`config.mk`:
```
export PLATFORM = sky130hd
export DESIGN_NAME = serial_mouse_packet_decoder
export DESIGN_NICKNAME = d
export VERILOG_FILES = /design/src/design/smpd_pkg.sv /design/src/design/serial_mouse_packet_decoder.sv /design/src/design/smpd_evq.sv
export SDC_FILE = /design/constraint.sdc
export NUM_CORES = 1
export LEC_CHECK = 0
export ABC_AREA = 1
export BUFFER_PORTS_ARGS = -buffer_cell sky130_fd_sc_hd__buf_2
export CAP_MARGIN = 25
export CORE_MARGIN = 2
export CORE_UTILIZATION = 60
export DETAILED_ROUTE_END_ITERATION = 10
export GPL_TIMING_DRIVEN = 0
export PLACE_DENSITY_LB_ADDON = 0.25
export SYNTH_ARGS = -nofsm -noshare
export SYNTH_HDL_FRONTEND = slang
export SYNTH_SLANG_ARGS = --single-unit
export TNS_END_PERCENT = 100
```
`constraint.sdc`:
```
create_clock -name clk -period 4.3 [get_ports clk]
set_input_delay 0.645 -clock clk [delete_from_list [all_inputs] [get_ports clk]]
set_output_delay 0.645 -clock clk [all_outputs]
set_load 0.03 [all_outputs]
```
`src/design/smpd_pkg.sv`:
```
`timescale 1ns / 1ps
// Shared types, constants and the button table of the serial mouse packet decoder.
package smpd_pkg;

  localparam int NUM_BUTTONS = 3;

  localparam logic [2:0] BTN_MASK   = 3'((1 << NUM_BUTTONS) - 1);
  localparam logic [7:0] SYNC_MASK  = 8'hF8;
  localparam logic [7:0] SYNC_VALUE = 8'h80;
  localparam logic [2:0] POS_HUNT   = 3'd0;
  localparam logic [2:0] POS_LAST   = 3'd4;
  localparam int         MOTION_BIT = 3;

  typedef enum logic [1:0] {
    KIND_PRESS   = 2'd0,
    KIND_RELEASE = 2'd1,
    KIND_MOTION  = 2'd2
  } smpd_kind_t;

  // Decoded packet: pending event mask (buttons in bits 0..2, motion in bit 3),
  // the new button word and the motion sums.
  typedef struct packed {
    logic [3:0]        rem;
    logic [2:0]        want;
    logic signed [8:0] dx;
    logic signed [8:0] dy;
  } smpd_pkt_t;

  function automatic logic [2:0] button_map(input logic [2:0] code);
    logic [2:0] res;
    unique case (code)
      3'd0: res = 3'd0;
      3'd1: res = 3'd4;
      3'd2: res = 3'd1;
      3'd3: res = 3'd5;
      3'd4: res = 3'd2;
      3'd5: res = 3'd6;
      3'd6: res = 3'd3;
      3'd7: res = 3'd7;
      default: res = 3'd0;
    endcase
    return res;
  endfunction

endpackage

```
`src/design/serial_mouse_packet_decoder.sv`:
```
`timescale 1ns / 1ps
// Top level of the five-byte serial mouse packet decoder.
//
// Received bytes enter on the in_ channel, one transaction per cycle. While
// hunting, a byte whose top five bits are 10000 starts a packet and any other
// byte is dropped; the next four bytes (X1, Y1, X2, Y2) are taken as data.
// The fifth byte is decoded in the cycle it is accepted: every button whose
// state changed gives a press or release event (button 0 first), then a
// motion event with the signed sums X1+X2 and Y1+Y2 follows if either is
// nonzero. Events leave one per cycle while out_stall is low, through the
// out_ channel from a single event register, out_last marking the final event
// of a packet. Bytes that do not close a packet are always taken at once; a
// closing byte is held off (in_stall) only while the previous packet still
// has events waiting, and a packet gives up to four events. While cfg enable
// is 0, bytes are accepted and ignored, and a packet in progress resumes when
// enable returns to 1.
module serial_mouse_packet_decoder import smpd_pkg::*; (
  input  logic              clk,
  input  logic              rst_n,
  input  logic              cfg_we,
  input  logic              cfg_wdata,
  input  logic              in_valid,
  output logic              in_stall,
  input  logic [7:0]        in_rx_byte,
  output logic              out_valid,
  input  logic              out_stall,
  output logic [1:0]        out_event_kind,
  output logic [1:0]        out_button_index,
  output logic signed [8:0] out_delta_x,
  output logic signed [8:0] out_delta_y,
  output logic              out_last
);

  logic       enable_r;
  logic [2:0] pos_r, pos_nxt;
  logic [2:0] held_r, held_nxt;
  logic [7:0] sync_r;
  logic [7:0] x1_r, y1_r, x2_r;

  logic       in_acc;
  logic       active;
  logic       closing;
  logic       load;
  logic       q_free;
  logic       is_sync;
  logic [2:0] want;
  smpd_pkt_t  pkt;

  // Configuration: single enable bit, to be written only while idle; the block does not enforce this.
  always_ff @(posedge clk) begin
    if (!rst_n) begin
      enable_r <= 1'b0;
    end else if (cfg_we) begin
      enable_r <= cfg_wdata;
    end
  end

  // Hold the closing byte off while the event register cannot take a packet.
  assign closing  = enable_r && (pos_r == POS_LAST);
  assign in_stall = closing && !q_free;
  assign in_acc   = in_valid && !in_stall;
  assign active   = in_acc && enable_r;
  assign load     = active && (pos_r == POS_LAST);
  assign is_sync  = ((in_rx_byte & SYNC_MASK) == SYNC_VALUE);

  // Byte position: hunt for sync, then count four data bytes.
  always_comb begin
    pos_nxt = pos_r;
    if (active) begin
      priority if (pos_r == POS_HUNT) begin
        pos_nxt = is_sync ? 3'd1 : POS_HUNT;
      end else if (pos_r < POS_LAST) begin
        pos_nxt = pos_r + 3'd1;
      end else begin
        pos_nxt = POS_HUNT;
      end
    end
  end

  // Decode: button word from the inverted low bits of the sync byte,
  // motion from the signed byte sums (the last Y byte comes straight in).
  assign want     = button_map(~sync_r[2:0]) & BTN_MASK;
  assign held_nxt = load ? want : held_r;

  always_comb begin
    pkt.want = want;
    pkt.dx   = $signed({x1_r[7], x1_r}) + $signed({x2_r[7], x2_r});
    pkt.dy   = $signed({y1_r[7], y1_r}) + $signed({in_rx_byte[7], in_rx_byte});
    pkt.rem  = {(pkt.dx != 9'sd0) || (pkt.dy != 9'sd0), want ^ held_r};
  end

  always_ff @(posedge clk) begin
    if (!rst_n) begin
      pos_r  <= POS_HUNT;
      held_r <= 3'd0;
    end else begin
      pos_r  <= pos_nxt;
      held_r <= held_nxt;
    end
  end

  // Packet bytes: stored as they arrive, no reset needed.
  always_ff @(posedge clk) begin
    if (active) begin
      unique case (pos_r)
        3'd0: begin
          if (is_sync) sync_r <= in_rx_byte;
        end
        3'd1: x1_r <= in_rx_byte;
        3'd2: y1_r <= in_rx_byte;
        3'd3: x2_r <= in_rx_byte;
        default: ;
      endcase
    end
  end

  smpd_evq u_evq (
    .clk              (clk),
    .rst_n            (rst_n),
    .load             (load),
    .pkt              (pkt),
    .free             (q_free),
    .out_valid        (out_valid),
    .out_stall        (out_stall),
    .out_event_kind   (out_event_kind),
    .out_button_index (out_button_index),
    .out_delta_x      (out_delta_x),
    .out_delta_y      (out_delta_y),
    .out_last         (out_last)
  );

  // Buttons beyond NUM_BUTTONS never become held.
  a_held_mask: assert property (@(posedge clk) disable iff (!rst_n)
    (held_r & ~BTN_MASK) == 3'd0)
    else $error("held button outside the configured button count");

  a_pos_range: assert property (@(posedge clk) disable iff (!rst_n)
    pos_r <= POS_LAST)
    else $error("byte position out of range");

  // A stalled input always means a packet still draining.
  a_stall_busy: assert property (@(posedge clk) disable iff (!rst_n)
    in_stall |-> (out_valid && closing))
    else $error("input stalled with no pending events");

  // A decoded packet with any event shows up on the output next cycle.
  a_load_shows: assert property (@(posedge clk) disable iff (!rst_n)
    (load && (pkt.rem != 4'd0)) |=> out_valid)
    else $error("decoded events not presented");

  // After a closing byte is decoded, the byte position returns to hunting.
  a_load_pos: assert property (@(posedge clk) disable iff (!rst_n)
    load |=> (pos_r == POS_HUNT))
    else $error("packet decode did not return to hunting");

endmodule

```
`src/design/smpd_evq.sv`:
```
`timescale 1ns / 1ps
// Event register of the decoder: holds one decoded packet and drains its events in order.
module smpd_evq import smpd_pkg::*; (
  input  logic              clk,
  input  logic              rst_n,
  input  logic              load,
  input  smpd_pkt_t         pkt,
  output logic              free,
  output logic              out_valid,
  input  logic              out_stall,
  output logic [1:0]        out_event_kind,
  output logic [1:0]        out_button_index,
  output logic signed [8:0] out_delta_x,
  output logic signed [8:0] out_delta_y,
  output logic              out_last
);

  logic [3:0]        rem_r, rem_nxt;
  logic [2:0]        want_r;
  logic signed [8:0] dx_r, dy_r;
  logic [3:0]        cur;
  logic [3:0]        rest;
  logic              out_acc;
  smpd_kind_t        kind;
  logic [1:0]        idx;

  assign out_valid = |rem_r;
  assign cur       = rem_r & (~rem_r + 4'd1);
  assign rest      = rem_r & ~cur;
  assign out_last  = (rest == 4'd0);
  assign out_acc   = out_valid && !out_stall;
  assign free      = !out_valid || (out_acc && out_last);

  always_comb begin
    kind = KIND_MOTION;
    idx  = 2'd0;
    priority if (cur[0]) begin
      kind = want_r[0] ? KIND_PRESS : KIND_RELEASE;
      idx  = 2'd0;
    end else if (cur[1]) begin
      kind = want_r[1] ? KIND_PRESS : KIND_RELEASE;
      idx  = 2'd1;
    end else if (cur[2]) begin
      kind = want_r[2] ? KIND_PRESS : KIND_RELEASE;
      idx  = 2'd2;
    end else begin
      kind = KIND_MOTION;
      idx  = 2'd0;
    end
  end

  assign out_event_kind   = kind;
  assign out_button_index = idx;
  assign out_delta_x      = cur[MOTION_BIT] ? dx_r : 9'sd0;
  assign out_delta_y      = cur[MOTION_BIT] ? dy_r : 9'sd0;

  always_comb begin
    rem_nxt = rem_r;
    priority if (load) begin
      rem_nxt = pkt.rem;
    end else if (out_acc) begin
      rem_nxt = rest;
    end
  end

  always_ff @(posedge clk) begin
    if (!rst_n) begin
      rem_r <= 4'd0;
    end else begin
      rem_r <= rem_nxt;
    end
  end

  always_ff @(posedge clk) begin
    if (load) begin
      want_r <= pkt.want;
      dx_r   <= pkt.dx;
      dy_r   <= pkt.dy;
    end
  end

endmodule

```
==> results.py <==
metrics = {
    "routing": {
        "drc_errors": 0,
        "viasPerCell": 4.929,
        "wl_um": 5542,
        "ant_nets": 0,
        "num_vias": 2361,
        "wl_met3_um": 197,
        "wl_met2_um": 2654,
        "wire_per_inst_um": 11.57,
        "drt-met1-wl_um": 2644,
        "first_pass_iters": 5,
        "drt_iter0_markers": 107,
        "top_layer_used": "met4",
    },
    "power": {
        "total_power_mw": 1.110,
        "powerDensity_mw_per_mm2": 305.7,
        "p_leak_nw": 1.735,
        "vdd_drop_max_mv": 0.2080,
    },
    "grt": {
        "grt_usage_pct": 20.12,
        "grt_max_degree": 26,
        "grt_pass1_wl_um": 9252,
        "antenna_found_initial": 0,
        "first_global_vias": 2190,
        "grt_overflow_total": 0,
    },
    "timing": {
        "setup_viol": 0,
        "fin_crit_sh_pct": 57.56,
        "rsz0062_at_grt": "no",
        "hold_viol_final": 0,
        "max_freq_ghz": 0.4041,
        "setup_slack_ns": 1.825,
        "slew_headroom_pct": 54.66,
        "tns_ns": 0,
        "worst_pin_slew_ns": 0.6776,
        "fin_crit_ns": 2.475,
        "whs_ns": 0.4859,
        "timing.final.max_slew_violations": 0,
        "fin_skew_ns": 0.01037,
    },
    "cells_and_area": {
        "regArea_mm2": 0.001662,
        "final_cells": 479,
        "layout_commonest_cell": "nand2_1",
        "multiInputGateArea_mm2": 0.001260,
        "fillers": 394,
        "n_antenna_cell": 0,
        "mostFrequentLayoutCells": "nand2_1, inv_1, edfxtp_1",
        "drive_above_1_share_pct": 18.09,
        "syn_to_final_growth_pct": 14.11,
        "layout.nets": 440,
    },
    "clock_tree": {
        "post_cts_buffers": 0,
        "htree_levels": 3,
        "cts_tree": "built",
        "ctsHoldBuffers": 0,
        "cts_root_buf": "clkbuf_8",
        "cts.path.max_buffers": 2,
        "cts_resized": 0,
        "path_clk_slew_ns": 0.06,
        "numClockSinks": 59,
        "clk_latency_ns": 0.33,
        "cts_buffers": 9,
    },
    "yosys": {
        "yosysSeqAreaShare_pct": 52.20,
        "yosysWarnings": 0,
        "async_flop_share_pct": 0,
        "ys_types": 34,
        "synth-edff-count": 48,
        "synth-main-ff-cell": "edfxtp_1",
        "synth_nets": 391,
        "avgSynthCellArea_um2": 8.966,
        "synth_area_mm2": 0.003183,
        "ys_ff_latch": 59,
        "netlist_instances": 355,
    },
    "floorplan": {
        "pin_count": 39,
        "rows": 26,
        "initial_core_util_pct": 62.32,
        "fp.dieW_um": 76.84,
        "core_area_mm2": 0.005107,
        "die_h_um": 76.84,
        "dieArea_mm2": 0.005904,
    },
    "placed_design": {
        "dp_hpwl_um": 4281,
        "gp_congestion": 0.8589,
        "dp.cells": 463,
        "port_buffers": 38,
        "place_ws_ns": 1.766,
    },
    "setup_path": {
        "cp_num_buf_inv": 3,
        "max_stage_delay_ns": 0.37,
        "crit_family": "simple AND/OR/NAND/NOR gates",
        "path_cells": "nor2_4 > nand2_2 > inv_1 > nand2_1 > buf_2 > nor2_1 > buf_2",
        "path_class": "register to output port",
        "crit_required_ns": 3.65,
        "rrSetupSlack_ns": 2.09,
        "crit_fanout": 10,
        "endpoint_kind": "output port",
        "cp.arrival_ns": 1.83,
        "critPathSlowestCell": "dfxtp_1",
        "critical_path.most_common_cell": "buf_2",
        "start_kind": "register",
    },
    "run_status": {
        "status": "finished clean",
    },
    "flow_run": {
        "cap_violations": 0,
    },
    "hold_path": {
        "min-delay-path-class": "register to register",
    },
}
==> flip-flops by register name, indices dropped and copies added, names as in the netlist <==
| signal | cells |
|---|---|
| u_evq.dx_r | 9 |
| u_evq.dy_r | 9 |
| x1_r | 8 |
| x2_r | 8 |
| y1_r | 8 |
| u_evq.rem_r | 4 |
| held_r | 3 |
| pos_r | 3 |
| sync_r | 3 |
| u_evq.want_r | 3 |
| enable_r | 1 |
==> area by class of cell <==
type,instances,area share [%]
clock inverter,5,0.8267
buffer,1,0.1378
sequential,59,45.75
inverter,67,7.062
multi-input combinational,228,34.69
clock buffer,11,3.893
tap,70,2.411
timing repair buffer,38,5.236
==> path summary, 6_finish.rpt <==
path | start | end | cells after the start
worst max-delay path | u_evq.rem_r[0] | out_delta_x[6] | 7
worst min-delay path | held_r[2] | held_r[2] | 2
worst max register to register | pos_r[0] | x2_r[3] | 9
worst min register to register | held_r[2] | held_r[2] | 2
==> power by group <==
part           switching, mW  internal [mW]  leakage [nW]
clock network          0.206          0.221        0.0851
logic                 0.0399         0.0224          1.13
registers            0.00185          0.619         0.521
total                  0.248          0.862          1.73
==> metal layers <==
| metal | track usage, % | up-vias |
|---|---|---|
| met5 | 0 | - |
| met3 | 5.176 | 4 |
| met2 | 33.77 | 52 |
| li1 | - | 1240 |
| met1 | 24.84 | 1065 |
| met4 | 8.000 | 0 |
==> synthesized netlist by cell type, types with 2 or more instances <==
cell      number  area share (%)
a21o_1         2            0.47
a21oi_1       15             2.4
a21oi_2        2            0.55
dfxtp_1       11             6.9
edfxtp_1      48              45
fa_1           2             1.3
ha_1          20             7.9
inv_1         64             7.5
nand2_1       82             9.7
nand2_2        3            0.59
nand2_4        2            0.71
nand3_1       19             3.0
nand3b_1       5             1.2
nand4_1        4            0.79
nor2_1        47             5.5
nor2_2         4            0.79
nor3_1         2            0.31
o21ai_0        3            0.47
o21ai_1        2            0.31
or2_2          3            0.59
xnor2_1        2            0.55
==> metrics by stage <==
stage / area (um^2) / util (%)
floorplan: 3183 / -
global placement: 3461 / 67.76
detailed placement: 3461 / 67.76
CTS: 3632 / 71.12
global route: 3632 / 71.12
finish: 3632 / 71.12
==> worst reg2reg max path, delay by kind of cell, from the launching register on <==
kind	cells	cell delay, ns
and+or+nand+nor	6	0.97
DFF	1	0.38
buffers and inverters	2	0.25
adders and majority gates	1	0.23
==> cells by family (layout without fill, tap and decap cells) <==
kind of cell | Yosys count | count (layout) | synth area share, %
AO/OA/AOI/OAI | 25 | 25 | 4.442
XOR/XNOR | 3 | 3 | 0.8256
flip-flops | 59 | 59 | 52.20
buffers and inverters | 68 | 122 | 8.215
AND/OR/NAND/NOR | 178 | 178 | 25.20
adder cells (fa/ha/maj) | 22 | 22 | 9.120
Power figures use the tool's default switching activity.
